--- src/sv/thac_pkg.sv ---
// ----------------------------------------------------------------------------
// thac_pkg
// Shared types and constants of the twelve-hour alarm clock core.
// ----------------------------------------------------------------------------
package thac_pkg;

    // Debounce shift history.
    localparam logic [15:0] DEB_FILL    = 16'hE000;
    localparam logic [15:0] DEB_PRESSED = 16'hF000;

    // Encoder transition codes.
    localparam logic [7:0] ENC_MIN_UP   = 8'hFE;
    localparam logic [7:0] ENC_MIN_DOWN = 8'hFD;
    localparam logic [7:0] ENC_MIN_TO   = 8'hFC;
    localparam logic [7:0] ENC_HR_UP    = 8'hFB;
    localparam logic [7:0] ENC_HR_DOWN  = 8'hF7;
    localparam logic [7:0] ENC_HR_TO    = 8'hF3;

    localparam logic [5:0] MINUTE_MAX         = 6'd59;
    localparam logic [3:0] HOUR_MAX           = 4'd12;
    localparam logic [5:0] SECONDS_PER_MINUTE = 6'd60;
    localparam logic [9:0] SNOOZE_RESET       = 10'd10;

    localparam int BUTTON_COUNT = 4;

    // Button positions in the raw level vector.
    localparam int BTN_SET_TIME  = 0;
    localparam int BTN_SET_ALARM = 1;
    localparam int BTN_SNOOZE    = 2;
    localparam int BTN_OFF       = 3;

    typedef struct packed {
        logic off;
        logic snooze;
        logic set_alarm;
        logic time_key;
    } press_t;

    typedef struct packed {
        logic       armed;
        logic       ringing;
        logic       snoozing;
        logic       setting_alarm;
        logic       setting_time;
        logic       alarm_is_pm;
        logic [5:0] alarm_minutes;
        logic [3:0] alarm_hours;
        logic       is_pm;
        logic [5:0] seconds;
        logic [5:0] minutes;
        logic [3:0] hours;
    } result_t;

endpackage

--- src/sv/thac_debounce.sv ---
// ----------------------------------------------------------------------------
// thac_debounce
// Shift-history debounce of the four active-low buttons, one press per push.
// ----------------------------------------------------------------------------
module thac_debounce
(
    input  logic                                clk,
    input  logic                                rst_n,
    input  logic                                step,
    input  logic [thac_pkg::BUTTON_COUNT-1:0]   levels,
    output thac_pkg::press_t                    press
);

    logic [15:0] history_reg  [thac_pkg::BUTTON_COUNT];
    logic [15:0] history_next [thac_pkg::BUTTON_COUNT];
    logic [thac_pkg::BUTTON_COUNT-1:0] hit;

    always_comb
    begin
        for (int i = 0; i < thac_pkg::BUTTON_COUNT; i++)
        begin
            history_next[i] = {history_reg[i][14:0], levels[i]} | thac_pkg::DEB_FILL;
            hit[i]          = (history_next[i] == thac_pkg::DEB_PRESSED);
        end
    end

    assign press.time_key  = hit[thac_pkg::BTN_SET_TIME];
    assign press.set_alarm = hit[thac_pkg::BTN_SET_ALARM];
    assign press.snooze    = hit[thac_pkg::BTN_SNOOZE];
    assign press.off       = hit[thac_pkg::BTN_OFF];

    always_ff @(posedge clk or negedge rst_n)
    begin
        if (!rst_n)
        begin
            for (int i = 0; i < thac_pkg::BUTTON_COUNT; i++)
            begin
                history_reg[i] <= '0;
            end
        end
        else if (step)
        begin
            for (int i = 0; i < thac_pkg::BUTTON_COUNT; i++)
            begin
                history_reg[i] <= history_next[i];
            end
        end
    end

endmodule

--- src/sv/thac_timekeep.sv ---
// ----------------------------------------------------------------------------
// thac_timekeep
// Time, alarm, mode and snooze state with the per-word update logic.
// ----------------------------------------------------------------------------
module thac_timekeep
(
    input  logic                clk,
    input  logic                rst_n,
    input  logic                step,
    input  logic                tick,
    input  logic [7:0]          encoder,
    input  thac_pkg::press_t    press,
    input  logic [9:0]          snooze_seconds,
    output thac_pkg::result_t   result
);

    function automatic logic [5:0] minute_step(input logic [5:0] m, input logic up);
        logic [5:0] r;
        if (up)
        begin
            r = (m >= thac_pkg::MINUTE_MAX) ? 6'd0 : m + 6'd1;
        end
        else
        begin
            r = (m == 6'd0 || m > thac_pkg::MINUTE_MAX) ? thac_pkg::MINUTE_MAX : m - 6'd1;
        end
        return r;
    endfunction

    // Returns {pm, hour}; the PM flag flips on the wrap between 12 and 1.
    function automatic logic [4:0] hour_step(input logic [3:0] h, input logic pm,
                                             input logic up);
        logic [4:0] r;
        if (up)
        begin
            r = (h >= thac_pkg::HOUR_MAX) ? {~pm, 4'd1} : {pm, h + 4'd1};
        end
        else
        begin
            r = (h <= 4'd1 || h > thac_pkg::HOUR_MAX) ? {~pm, thac_pkg::HOUR_MAX}
                                                       : {pm, h - 4'd1};
        end
        return r;
    endfunction

    logic [7:0] prev_enc_reg;
    logic [5:0] sec_reg;
    logic [5:0] min_reg;
    logic [3:0] hour_reg;
    logic       pm_reg;
    logic [3:0] al_hour_reg;
    logic [5:0] al_min_reg;
    logic       al_pm_reg;
    logic       mode_time_reg;
    logic       mode_alarm_reg;
    logic       mode_snooze_reg;
    logic [9:0] elapsed_reg;
    logic       ring_reg;

    logic [5:0] sec_next;
    logic [5:0] min_next;
    logic [3:0] hour_next;
    logic       pm_next;
    logic [3:0] al_hour_next;
    logic [5:0] al_min_next;
    logic       al_pm_next;
    logic       mode_time_next;
    logic       mode_alarm_next;
    logic       mode_snooze_next;
    logic [9:0] elapsed_next;
    logic       ring_next;

    logic [5:0] sec_ticked;
    logic [9:0] elapsed_ticked;
    logic       early_match;
    logic       min_up;
    logic       min_dn;
    logic       hr_up;
    logic       hr_dn;
    logic [5:0] min_e;
    logic [4:0] hr_e;
    logic [5:0] min_roll;
    logic [4:0] hr_roll;
    logic       late_match;

    always_comb
    begin
        sec_ticked     = tick ? sec_reg + 6'd1 : sec_reg;
        elapsed_ticked = (tick && mode_snooze_reg) ? elapsed_reg + 10'd1 : elapsed_reg;

        // Leaving set-alarm mode checks the alarm against the time before the encoder.
        early_match = (al_hour_reg == hour_reg) && (al_min_reg == min_reg) &&
                      (al_pm_reg == pm_reg) && (sec_ticked == 6'd0);

        mode_time_next   = mode_time_reg ^ press.time_key;
        mode_alarm_next  = press.set_alarm ? ~mode_alarm_reg : mode_alarm_reg;
        mode_snooze_next = mode_snooze_reg ^ press.snooze;
        ring_next        = ring_reg | (press.set_alarm & mode_alarm_reg & early_match);

        min_up = (prev_enc_reg == thac_pkg::ENC_MIN_UP)   && (encoder == thac_pkg::ENC_MIN_TO);
        min_dn = (prev_enc_reg == thac_pkg::ENC_MIN_DOWN) && (encoder == thac_pkg::ENC_MIN_TO);
        hr_up  = (prev_enc_reg == thac_pkg::ENC_HR_UP)    && (encoder == thac_pkg::ENC_HR_TO);
        hr_dn  = (prev_enc_reg == thac_pkg::ENC_HR_DOWN)  && (encoder == thac_pkg::ENC_HR_TO);

        min_e = min_reg;
        hr_e  = {pm_reg, hour_reg};
        if (mode_time_next && (min_up || min_dn))
        begin
            min_e = minute_step(min_reg, min_up);
        end
        if (mode_time_next && (hr_up || hr_dn))
        begin
            hr_e = hour_step(hour_reg, pm_reg, hr_up);
        end

        al_min_next  = al_min_reg;
        al_hour_next = al_hour_reg;
        al_pm_next   = al_pm_reg;
        if (mode_alarm_next && (min_up || min_dn))
        begin
            al_min_next = minute_step(al_min_reg, min_up);
        end
        if (mode_alarm_next && (hr_up || hr_dn))
        begin
            {al_pm_next, al_hour_next} = hour_step(al_hour_reg, al_pm_reg, hr_up);
        end

        // Seconds and minutes roll over after the encoder adjustment.
        if (sec_ticked >= thac_pkg::SECONDS_PER_MINUTE)
        begin
            sec_next = 6'd0;
            min_roll = min_e + 6'd1;
        end
        else
        begin
            sec_next = sec_ticked;
            min_roll = min_e;
        end
        hr_roll = hour_step(hr_e[3:0], hr_e[4], 1'b1);
        if (min_roll > thac_pkg::MINUTE_MAX)
        begin
            min_next              = 6'd0;
            {pm_next, hour_next}  = hr_roll;
        end
        else
        begin
            min_next              = min_roll;
            {pm_next, hour_next}  = hr_e;
        end

        late_match = (al_hour_next == hour_next) && (al_min_next == min_next) &&
                     (al_pm_next == pm_next) && (sec_next == 6'd0);
        if (late_match)
        begin
            ring_next = 1'b1;
        end
        if (mode_snooze_next)
        begin
            ring_next = 1'b0;
        end
        elapsed_next = elapsed_ticked;
        if (elapsed_ticked == snooze_seconds)
        begin
            mode_snooze_next = 1'b0;
            ring_next        = 1'b1;
            elapsed_next     = 10'd0;
        end
        if (press.off)
        begin
            ring_next = 1'b0;
        end
    end

    always_comb
    begin
        result.hours         = hour_next;
        result.minutes       = min_next;
        result.seconds       = sec_next;
        result.is_pm         = pm_next;
        result.alarm_hours   = al_hour_next;
        result.alarm_minutes = al_min_next;
        result.alarm_is_pm   = al_pm_next;
        result.setting_time  = mode_time_next;
        result.setting_alarm = mode_alarm_next;
        result.snoozing      = mode_snooze_next;
        result.ringing       = ring_next;
        result.armed         = (al_hour_next != 4'd0) || (al_min_next != 6'd0);
    end

    always_ff @(posedge clk or negedge rst_n)
    begin
        if (!rst_n)
        begin
            prev_enc_reg    <= '0;
            sec_reg         <= '0;
            min_reg         <= '0;
            hour_reg        <= thac_pkg::HOUR_MAX;
            pm_reg          <= 1'b0;
            al_hour_reg     <= '0;
            al_min_reg      <= '0;
            al_pm_reg       <= 1'b0;
            mode_time_reg   <= 1'b0;
            mode_alarm_reg  <= 1'b0;
            mode_snooze_reg <= 1'b0;
            elapsed_reg     <= '0;
            ring_reg        <= 1'b0;
        end
        else if (step)
        begin
            prev_enc_reg    <= encoder;
            sec_reg         <= sec_next;
            min_reg         <= min_next;
            hour_reg        <= hour_next;
            pm_reg          <= pm_next;
            al_hour_reg     <= al_hour_next;
            al_min_reg      <= al_min_next;
            al_pm_reg       <= al_pm_next;
            mode_time_reg   <= mode_time_next;
            mode_alarm_reg  <= mode_alarm_next;
            mode_snooze_reg <= mode_snooze_next;
            elapsed_reg     <= elapsed_next;
            ring_reg        <= ring_next;
        end
    end

endmodule

--- src/sv/twelve_hour_alarm_clock_core_unit.sv ---
// ----------------------------------------------------------------------------
// twelve_hour_alarm_clock_core_unit
// Twelve-hour alarm clock core: one main-loop pass per input word.
//
// Channel   Direction  Signals                               Content
// s_axis    in         tvalid tready tdata[15:0]             one loop pass
// m_axis    out        tvalid tready tdata[39:0]             clock status
// cfg       in         valid ready data[9:0]                 snooze length
//
// A word moves from the input register through the update logic into the result
// register; one word is taken per clock at full rate while m_axis is not stalled.
// Rate is set by the single update stage that owns the clock state.
// Reset clears the handshake and sets time to 12:00:00 AM, snooze length 10.
// A stalled output holds its word while the input register still takes one more.
// ----------------------------------------------------------------------------
module twelve_hour_alarm_clock_core_unit
(
    input  logic        clk,
    input  logic        rst_n,

    input  logic        s_axis_tvalid,
    output logic        s_axis_tready,
    // [0] second_tick, [8:1] encoder_bits, [12:9] button_levels, [15:13] zero
    input  logic [15:0] s_axis_tdata,

    output logic        m_axis_tvalid,
    input  logic        m_axis_tready,
    // [3:0] hours, [9:4] minutes, [15:10] seconds, [16] is_pm,
    // [20:17] alarm_hours, [26:21] alarm_minutes, [27] alarm_is_pm,
    // [28] setting_time, [29] setting_alarm, [30] snoozing, [31] ringing,
    // [32] armed, [39:33] zero
    output logic [39:0] m_axis_tdata,

    input  logic        cfg_valid,
    output logic        cfg_ready,
    input  logic [9:0]  cfg_data
);

    logic              in_valid_reg;
    logic              tick_reg;
    logic [7:0]        enc_reg;
    logic [3:0]        levels_reg;
    logic              out_valid_reg;
    thac_pkg::result_t out_reg;
    logic [9:0]        snooze_reg;

    logic              advance;
    thac_pkg::press_t  press;
    thac_pkg::result_t result;

    assign advance       = in_valid_reg && (!out_valid_reg || m_axis_tready);
    assign s_axis_tready = !in_valid_reg || advance;
    assign cfg_ready     = 1'b1;

    thac_debounce u_debounce
    (
        .clk    (clk),
        .rst_n  (rst_n),
        .step   (advance),
        .levels (levels_reg),
        .press  (press)
    );

    thac_timekeep u_timekeep
    (
        .clk            (clk),
        .rst_n          (rst_n),
        .step           (advance),
        .tick           (tick_reg),
        .encoder        (enc_reg),
        .press          (press),
        .snooze_seconds (snooze_reg),
        .result         (result)
    );

    always_ff @(posedge clk or negedge rst_n)
    begin
        if (!rst_n)
        begin
            snooze_reg <= thac_pkg::SNOOZE_RESET;
        end
        else if (cfg_valid)
        begin
            snooze_reg <= cfg_data;
        end
    end

    always_ff @(posedge clk or negedge rst_n)
    begin
        if (!rst_n)
        begin
            in_valid_reg  <= 1'b0;
            out_valid_reg <= 1'b0;
        end
        else
        begin
            if (s_axis_tready)
            begin
                in_valid_reg <= s_axis_tvalid;
            end
            if (advance)
            begin
                out_valid_reg <= 1'b1;
            end
            else if (m_axis_tready)
            begin
                out_valid_reg <= 1'b0;
            end
        end
    end

    always_ff @(posedge clk)
    begin
        if (s_axis_tready && s_axis_tvalid)
        begin
            tick_reg   <= s_axis_tdata[0];
            enc_reg    <= s_axis_tdata[8:1];
            levels_reg <= s_axis_tdata[12:9];
        end
        if (advance)
        begin
            out_reg <= result;
        end
    end

    assign m_axis_tvalid = out_valid_reg;
    assign m_axis_tdata  = {7'd0, out_reg.armed, out_reg.ringing, out_reg.snoozing,
                            out_reg.setting_alarm, out_reg.setting_time,
                            out_reg.alarm_is_pm, out_reg.alarm_minutes,
                            out_reg.alarm_hours, out_reg.is_pm, out_reg.seconds,
                            out_reg.minutes, out_reg.hours};

endmodule
--- config.mk ---
export PLATFORM = sky130hd
export DESIGN_NAME = twelve_hour_alarm_clock_core_unit
export DESIGN_NICKNAME = d
export VERILOG_FILES = /design/src/sv/thac_pkg.sv /design/src/sv/thac_debounce.sv /design/src/sv/thac_timekeep.sv /design/src/sv/twelve_hour_alarm_clock_core_unit.sv
export SDC_FILE = /design/constraint.sdc
export NUM_CORES = 1
export LEC_CHECK = 0
export BUFFER_PORTS_ARGS = -buffer_cell sky130_fd_sc_hd__buf_2
export CORE_MARGIN = 2
export CORE_UTILIZATION = 40
export DETAILED_ROUTE_END_ITERATION = 7
export GPL_ROUTABILITY_DRIVEN = 1
export PLACE_DENSITY = 0.69
export SLEW_MARGIN = 30
export SYNTH_ARGS = -nofsm -noshare
export SYNTH_HDL_FRONTEND = slang
export SYNTH_SLANG_ARGS = --single-unit
--- constraint.sdc ---
create_clock -name clk -period 5.2 [get_ports clk]
set_clock_uncertainty 0.05 [all_clocks]
set_input_delay 0.26 -clock clk [delete_from_list [all_inputs] [get_ports clk]]
set_output_delay 0.26 -clock clk [all_outputs]
set_load 0.05 [all_outputs]
Word level (Yosys, flattened, before mapping)
Cells that the tools add are included.
{"block": "totals", "output_inout_bits": 43, "regBits": 156, "inputBits": 31}
{"block": "classes", "eq_ne": 17, "n_mux": 34, "bitwise": 9, "order_cmp": 13, "reduce_logical": 35, "n_addsub": 12}
{"operator": "$mux 6", "count": 12}
{"operator": "$eq 13x13->1 const B", "count": 4}
{"operator": "$eq 8x8->1 const B", "count": 6}
{"operator": "$mux 5", "count": 8}
{"operator": "$add 6x1->6 const B", "count": 4}
{"operator": "$logic_not 6->1", "count": 4}
{"operator": "$mux 10", "count": 2}
{"operator": "$ge 6x6->1 const B", "count": 3}
{"operator": "$gt 6x6->1 const B", "count": 3}
{"operator": "$logic_and 1x1->1", "count": 17}
{"operator": "$add 4x1->4 const B", "count": 3}
{"operator": "$eq 6x6->1", "count": 2}
{"operator": "$ge 4x4->1 const B", "count": 3}
{"operator": "$sub 6x1->6 const B", "count": 2}
{"operator": "$add 10x1->10 const B", "count": 1}
{"operator": "$eq 10x10->1", "count": 1}
{"operator": "$mux 1", "count": 10}
{"operator": "$logic_or 1x1->1", "count": 9}
{"operator": "$eq 4x4->1", "count": 2}
{"operator": "$gt 4x4->1 const B", "count": 2}
{"operator": "$le 4x1->1 const B", "count": 2}
{"operator": "$mux 4", "count": 2}
{"operator": "$sub 4x1->4 const B", "count": 2}
{"operator": "$reduce_bool 6->1", "count": 1}
{"operator": "other kinds (8)", "count": 15}

Longest topological paths before layout
Gate-level depths: netlist (run 1).
{"block": "depth", "depth_word": 17, "mapped_depth": 18, "depth_no_buf": 16}

Modules after synthesis
From an unflattened synthesis (run 1), not the netlist that was laid out.
{"block": "unflattened", "cells_unflattened": 821, "area_unflattened_um2": 8897.3}
{"mod": "thac_timekeep", "seq_area_each_um2": 1253.7, "cells_per_inst": 615, "area_per_inst_um2": 4954.8, "n_inst": 1}
{"mod": "thac_debounce", "seq_area_each_um2": 1201.2, "cells_per_inst": 121, "area_per_inst_um2": 1990.7, "n_inst": 1}
{"mod": "twelve_hour_alarm_clock_core_unit", "seq_area_each_um2": 1684.1, "cells_per_inst": 85, "area_per_inst_um2": 1951.9, "n_inst": 1}

Worst setup path after synthesis (run 1)
No wires, ideal clock.
{"block": "synth_timing", "kind": "register -> register", "from": "register u_debounce.history_reg, in the netlist u_debounce.history_next[55]", "to": "register out_reg, in the netlist m_axis_tdata[31] (data pin)", "stages_incl_launch_ff": 16, "t_required_ns": 4.893, "period_less_slack_ns": 4.289, "slack_ns": 0.911, "t_arrival_ns": 3.982, "path_cell_list": "dfrtp_1 or4b_1 o41a_1 o211ai_1 a211o_1 nand2_1 ha_1 nand2_1 xnor2_2 or3_1 buf_6 nor3_4 mux2_4 xnor2_1 a41oi_2 nor2_1"}
{"element": "start: declaration", "line_no": "thac_debounce.sv:14", "rtl": "logic [15:0] history_reg [thac_pkg::BUTTON_COUNT];"}
{"element": "start signal: indexed assignment", "line_no": "thac_debounce.sv:45", "rtl": "history_reg[i] <= history_next[i];"}
{"element": "end signal: assignment", "line_no": "twelve_hour_alarm_clock_core_unit.sv:122", "rtl": "out_reg <= result;"}
{"element": "end: declaration", "line_no": "twelve_hour_alarm_clock_core_unit.sv:44", "rtl": "thac_pkg::result_t out_reg;"}

Worst setup path in the final report (run 1)
{"block": "layout_timing", "from": "register u_debounce.history_reg, in the netlist u_debounce.history_next[55]", "to": "register u_timekeep.ring_reg"}
{"block": "layout_between", "elab_chain_len": 16, "word_cells_on_any_way": 26, "classes_between": "add/sub (2); order compare (2); eq/ne (4); mux (11); bitwise (2); reduce/logical (5)"}
{"element": "$eq 13x13->1 *", "line_no": "thac_debounce.sv:23", "rtl": "hit[i] = (history_next[i] == thac_pkg::DEB_PRESSED);"}
{"element": "$xor 1x1->1 *", "line_no": "thac_timekeep.sv:95", "rtl": "mode_time_next = mode_time_reg ^ press.time_key;"}
{"element": "$logic_and 1x1->1", "line_no": "thac_timekeep.sv:107", "rtl": "if (mode_time_next && (min_up || min_dn))"}
{"element": "$mux 6", "line_no": "thac_timekeep.sv:107"}
{"element": "$add 6x1->6", "line_no": "thac_timekeep.sv:132", "rtl": "min_roll = min_e + 6'd1;"}
{"element": "$mux 6", "line_no": "thac_timekeep.sv:129", "rtl": "if (sec_ticked >= thac_pkg::SECONDS_PER_MINUTE)"}
{"element": "$gt 6x6->1", "line_no": "thac_timekeep.sv:140", "rtl": "if (min_roll > thac_pkg::MINUTE_MAX)"}
{"element": "$mux 6 / $mux 4 (equally long branches)", "line_no": "thac_timekeep.sv:140"}
{"element": "$eq 6x6->1 / $eq 4x4->1 (equally long branches)", "line_no": "thac_timekeep.sv:151", "rtl": "late_match = (al_hour_next == hour_next) && (al_min_next == min_next) &&"}
{"element": "$logic_and 1x1->1", "line_no": "thac_timekeep.sv:151"}
{"element": "$logic_and 1x1->1 *", "line_no": "thac_timekeep.sv:151"}
{"element": "$logic_and 1x1->1 *", "line_no": "thac_timekeep.sv:152", "rtl": "(al_pm_next == pm_next) && (sec_next == 6'd0);"}
{"element": "$mux 1 *", "line_no": "thac_timekeep.sv:153", "rtl": "if (late_match)"}
{"element": "$mux 1 *", "line_no": "thac_timekeep.sv:157", "rtl": "if (mode_snooze_next)"}
{"element": "$mux 1 *", "line_no": "thac_timekeep.sv:162", "rtl": "if (elapsed_ticked == snooze_seconds)"}
{"element": "$mux 1 *", "line_no": "thac_timekeep.sv:168", "rtl": "if (press.off)"}
{"element": "end signal: assignment", "line_no": "thac_timekeep.sv:222", "rtl": "ring_reg <= ring_next;"}
{"element": "end: declaration", "line_no": "thac_timekeep.sv:58", "rtl": "logic ring_reg;"}
Every way passes the cells marked *; elsewhere a longest branch is shown, timed or not.
A chain may end at the register's enable or synchronous reset.

==> results by group, run 1 <==
Worst setup path
  • Buf+Inv Stages, Crit Path: 0
  • Crit path depth: 14
  • Crit path cell chain: or4b_1, o41a_1, o211a_1, a21o_1, nand2_1, ha_1, nand2_1, xnor2_2, or3_1, nor4_1, nor4_1, nor4_1, a41oi_2, a21oi_1
  • CP max stage delay: about 0.62 ns
  • R2r setup slk: about 0.44 ns
  • Most used cell, CP: nor4_1
  • Largest delay share family, worst path: simple AND/OR/NAND/NOR gates
  • FF-to-FF Start: u_debounce.history_next[55]
  • Critical path launch point type: flop
  • Crit path max-delay cell type: or3_1
  • Critical R2R Capture: u_timekeep.ring_reg
  • Critical Path AT: a little over 5 ns
  • Worst setup path startpoint: u_debounce.history_next[55]
  • Crit. End Element: flop
  • Worst-path fanout max: 10
  • Worst Setup Path Type: reg2reg
  • R2R cell count: 14
  • CP endpoint: u_timekeep.ring_reg
  • Worst Path Required: roughly 5.5 ns

Pwr
  • Sw Share: 0.371
  • Peak supply drop: 268 uV
  • PwrDens: approximately 400 nW/um2
  • Combinational share of power: 0.294
  • Leakage: 4.50 nW
  • Total power: ~4.2 mW
  • Clock Power Share: 0.292
  • NetSw: 1.55 mW
  • Sequential Power Share: 0.415
  • Internal Power: about 2.6 mW

Layout
  • Most common cell after layout, fill and taps aside: nand2_1
  • Fillers: between 2000 and 2500
  • Ratio of cells with drive above 1 in the final layout: 0.149
  • Fin nets: roughly 1100
  • Largest register FFs: 48
  • Diode count: 0
  • Area grow syn2layout: 15.2%
  • Most frequent cells in the layout: nand2_1 (263), dfrtp_1 (106), buf_2 (61)
  • Final Util: 0.471

Placement
  • Final RePlAce weighted congestion: approximately 0.92
  • HPWL Detailed: 14900 um
  • Port bufs: 62

Timing
  • Fin crit share: 0.915
  • Max Clk Rate: between 200 and 250 MHz
  • RSZ-0062 raised after global routing: false
  • Measured slew at the worst slew-check pin: about 0.94 ns
  • Hold violation count in the final report: 0
  • Final count of pins violating max slew: 0
  • Slew Limit Headroom: 0.376
  • Final Critical Period: 4.76 ns
  • Final setup viols: 0
  • Setup tns final: 0 ns
  • Hold Slack: about 0.018 ns

Routing
  • Met3 WL: 1040 um
  • Routed WL: roughly 22000 um
  • DRT iter0 DRCs: 712
  • Vias after detailed routing: 7487
  • Vias/cell: 5.49
  • DRT Pass-1 Iters: 5
  • Uppermost layer routed: met4
  • Routed WL per cell: 16.0 um
  • Final antenna-violating net count: 0
  • Met1 wire length: around 11000 um
  • Met2 WL: between 9000 and 10000 um
  • # DRC: 0

Floorplanning
  • Initial Util: 0.409
  • Die width: 154 um
  • Die area: 23700 um2
  • # rows: 54
  • Die height: 154 um
  • Core box area: 22000 um2
  • Ports: 74

Global routing
  • Initial antenna violation count: 0
  • First-pass GRT wire length: 36100 um
  • GRT overflow: 0
  • Vias in the first global route: around 7000
  • Largest net degree at the start of global routing: between 80 and 90
  • GRT Util Overall: 0.190

Clock network
  • Max Root-Sink Buffers: 2
  • Hold-fix buffers, CTS: 22
  • Root Buffer: clkbuf_16
  • CTS tree: built
  • Post-CTS Resized: 0
  • Clock slew at reported path FFs: around 0.07 ns
  • Sink Count: about 160
  • Cts bufs inserted: 17
  • Post-CTS setup buffer count: 0
  • H-tree depth: 4
  • Clock Latency Late Sink: about 0.44 ns

Yosys
  • Synth Warn #: 0
  • Flops & latches, synth: 156
  • Post-synth top area share: 0.295
  • Syn Area/Cell: 8.94 um2
  • Yosys cell types: between 80 and 90
  • Cells after synthesis: between 1000 and 1500
  • Yosys top cell by area: dfrtp_1
  • Most used DFF post-synth: dfrtp_1
  • Post-synth EDFFs: between 40 and 50
  • Synth area leaders: dfrtp_1 (30%), edfxtp_1 (15%), nand2_1 (11%)
  • Async SR Flop Fraction: 0.705
  • Sequential element share of the synthesized area: 0.461
  • Synth Cell Area: about 9000 um2

Outcome
  • Status: complete, no violations

Job
  • Max_cap viols: 0

Min path
  • Hold Crit Class: in2reg
## power groups by stage
stage	Combinational [mW]	Sequential [mW]	Clock [mW]
global placement	1.17	1.74	0
CTS	1.22	1.73	1.24
finish	1.23	1.73	1.22
floorplan	0.827	1.81	0
global route	1.37	1.76	1.30
detailed placement	1.20	1.75	0
## per-stage QoR
| stage | area (um2) | cells | worst slack (ns) |
|---|---|---|---|
| global placement | 9530 | 1307 | 0.571 |
| CTS | 10300 | 1361 | 0.505 |
| detailed placement | 9530 | 1307 | 0.536 |
| global route | 10300 | 1363 | 0.118 |
| finish | 10300 | 1363 | 0.441 |
| floorplan | 9000 | 1010 | 0.911 |
## cell families (layout without fill, tap and decap cells)
logic type / count (synthesis) / in the layout / synth area share
and+or+nand+nor: 480 / 480 / 0.255
AOI/OAI and AO/OA: 193 / 193 / 0.147
DFF: 156 / 156 / 0.461
buffers and inverters: 91 / 164 / 0.0425
xor gates and xnor gates: 39 / 39 / 0.0389
muxes: 24 / 24 / 0.0291
adders and majority gates: 19 / 19 / 0.0259
other: 2 / 8 / 0.000837
## worst min-delay path by stage
| stage | from | end | slack [ns] | depth (start not counted) |
|---|---|---|---|---|
| global route | cfg_data[4] | snooze_reg[4] | 0.004 | 2 |
| detailed placement | rst_n | u_timekeep.min_reg[3] | 0.35 | 1 |
| floorplan | rst_n | in_valid_reg | -0.09 | 0 |
| finish | cfg_data[4] | snooze_reg[4] | 0.02 | 2 |
| CTS | cfg_data[7] | snooze_reg[7] | 0.004 | 2 |
| global placement | rst_n | u_timekeep.min_reg[5] | 0.35 | 1 |
## area by class of cell
type	instances	area, um2	share of cell area
Clock buffer	18	429	0.0415
Inverter	28	108	0.0104
Tap cell	280	350	0.0339
Multi-Input combinational cell	763	4490	0.434
Timing Repair Buffer	104	688	0.0666
Clock inverter	14	136	0.0132
Sequential cell	156	4140	0.400
## synthesized netlist by cell type, drive strengths merged, types with 12 or more instances
cell      n
xor2     12
clkbuf   51
dfrtp   106
nand3    23
nor4     21
o21ai    54
buf      12
nor2     50
edfxtp   46
mux2     14
nand4    20
nand2   264
xnor2    27
o31ai    15
ha       17
a21oi    36
nor3     28
inv      28
## layer usage
layer | up-vias | GRT usage
met4 | 0 | 0.0498
met1 | 3590 | 0.278
li1 | 3681 | -
met3 | 19 | 0.0372
met5 | - | 0
met2 | 197 | 0.290
(Power assumes the default switching activity.)
==> run 2, diff against run 1 <==
==> constraint.sdc (replaced) <==
create_clock -name clk -period 5.2 [get_ports clk]
set_clock_uncertainty 0.05 [all_clocks]
set_input_delay 1.04 -clock clk [delete_from_list [all_inputs] [get_ports clk]]
set_output_delay 1.04 -clock clk [all_outputs]
set_load 0.05 [all_outputs]
==> run 2 against run 1 <==
  * Fmax fell by 0.86%
  * Via count down 0.64%
  * Combinational power barely moved
  * Non-clock buffer count is 21 lower
  * Worst setup slack got worse by 0.041 ns
  * Worst hold slack improved by 0.41 ns
  * Power is 0.49% higher
==> results by group, run 2 (synthesis results as in run 1) <==
Min path
  • Hold EP: u_debounce.history_next[1]
  • Hold path start: levels_reg[3]
  • Worst Hold Depth: 2
  • Hold Crit Class: reg2reg

Floorplanning
  • Die height: approximately 150 um
  • Initial Util: 0.409
  • Die width: 154 um
  • Die area: roughly 24000 um2
  • Ports: 74
  • Core box area: about 22000 um2
  • # rows: 54

Clock network
  • Hold-fix buffers, CTS: 0
  • Clock slew at reported path FFs: 0.07 ns
  • Sink Count: 156
  • Clock Latency Late Sink: between 0.4 and 0.5 ns
  • Root Buffer: clkbuf_16
  • Post-CTS Resized: 0
  • H-tree depth: 4
  • CTS tree: built
  • Cts bufs inserted: 17
  • Post-CTS setup buffer count: 0
  • Max Root-Sink Buffers: 2

Layout
  • Fin nets: between 1000 and 1500
  • Most frequent cells in the layout: nand2_1 (263), dfrtp_1 (106), buf_2 (61)
  • Largest register FFs: 48
  • Most common cell after layout, fill and taps aside: nand2_1
  • Diode count: 0
  • Ratio of cells with drive above 1 in the final layout: 0.155
  • Area grow syn2layout: 13.2%

Routing
  • Vias/cell: 5.54
  • Routed WL per cell: roughly 16 um
  • DRT Pass-1 Iters: 5
  • # DRC: 0
  • Final antenna-violating net count: 0
  • DRT iter0 DRCs: between 600 and 700
  • Vias after detailed routing: approximately 7400
  • Routed WL: about 21000 um

Worst setup path
  • Crit. End Element: flop
  • R2R cell count: 14
  • Critical Path AT: ~5 ns
  • Worst-path fanout max: 10
  • Worst Setup Path Type: reg2reg
  • FF-to-FF Start: u_debounce.history_next[55]
  • Critical path launch point type: flop
  • Critical R2R Capture: m_axis_tdata[31]
  • R2r setup slk: about 0.4 ns
  • Worst Path Required: approximately 5.4 ns

Pwr
  • Leakage: between 4 and 5 nW
  • Peak supply drop: approximately 230 uV
  • PwrDens: between 400 and 500 nW/um2

Timing
  • Slew Limit Headroom: 0.391
  • RSZ-0062 raised after global routing: false
  • Final setup viols: 0
  • Max Clk Rate: approximately 210 MHz
  • Hold violation count in the final report: 0
  • Fin crit share: 0.923
  • Setup tns final: 0 ns
  • Final Critical Period: approximately 4.8 ns
  • Final setup margin: approximately 0.40 ns
  • Measured slew at the worst slew-check pin: between 0.9 and 1 ns
  • Final count of pins violating max slew: 0

Global routing
  • GRT Util Overall: 0.183
  • Vias in the first global route: just under 7000
  • GRT overflow: 0
  • First-pass GRT wire length: roughly 35000 um
  • Initial antenna violation count: 0
  • Largest net degree at the start of global routing: 89

Placement
  • Dpl ws: 0.437 ns
  • Final RePlAce weighted congestion: 0.931
  • Port bufs: slightly above 60
  • HPWL Detailed: roughly 15000 um

Outcome
  • Status: complete, no violations

Job
  • Max_cap viols: 0
[run 2: worst max-delay path, cell delays in order, from the launching register on]
cell and delay, ns:
dfrtp_1 0.40, or4b_1 0.60, o41a_1 0.46, o211a_1 0.31, a21o_1 0.23, nand2_1 0.18
ha_1 0.18, nand2_1 0.10, xnor2_2 0.24, or3_1 0.60, nor4_1 0.32, nor4_1 0.08
nor4_1 0.45, a41oi_2 0.29, nor2_1 0.15
[run 2: worst max-delay path by stage]
stage,slack [ns],to,start
after floorplan,0.91,m_axis_tdata[31],u_debounce.history_next[55]
after global placement,0.54,m_axis_tdata[31],u_debounce.history_next[55]
after detailed placement,0.44,m_axis_tdata[31],u_debounce.history_next[55]
after CTS,0.44,m_axis_tdata[31],u_debounce.history_next[55]
after global routing,0.23,m_axis_tdata[31],u_debounce.history_next[55]
final,0.40,m_axis_tdata[31],u_debounce.history_next[55]
[run 2: power breakdown]
part           total [mW]  switching (mW)  internal, mW
Clock                1.26           0.551         0.708
Sequential           1.73           0.216          1.51
Combinational        1.21           0.771         0.436
Total                4.19            1.54          2.66
[run 2: final cells by class]
cell class / count / area [um2]
clock inverters: 14 / 145
fillers: 2054 / 11800
inverters: 28 / 108
multi-input cells: 763 / 4490
clock buffers: 18 / 450
repair buffers: 83 / 483
flip-flops and latches: 156 / 4140
well taps: 280 / 350
[run 2: per-layer routing]
| layer | vias to the layer above | GRT usage | share of wire |
|---|---|---|---|
| met5 | - | 0 | 0 |
| met3 | 26 | 0.0409 | 0.054 |
| met4 | 0 | 0.0530 | 0.016 |
| met2 | 232 | 0.278 | 0.44 |
| li1 | 3636 | - | - |
| met1 | 3545 | 0.264 | 0.49 |
[run 2: stage by stage]
step	std cells	hold WS, ns	area, um2	power, mW	util
4_1_cts	1342	0.427	10200	4.22	0.463
2_1_floorplan	1010	0.385	9000	2.64	-
3_5_place_dp	1310	0.410	9570	2.95	0.436
6_report	1342	0.430	10200	4.19	0.463
5_1_grt	1342	0.450	10200	4.45	0.463
3_3_place_gp	1310	0.404	9570	2.91	0.436
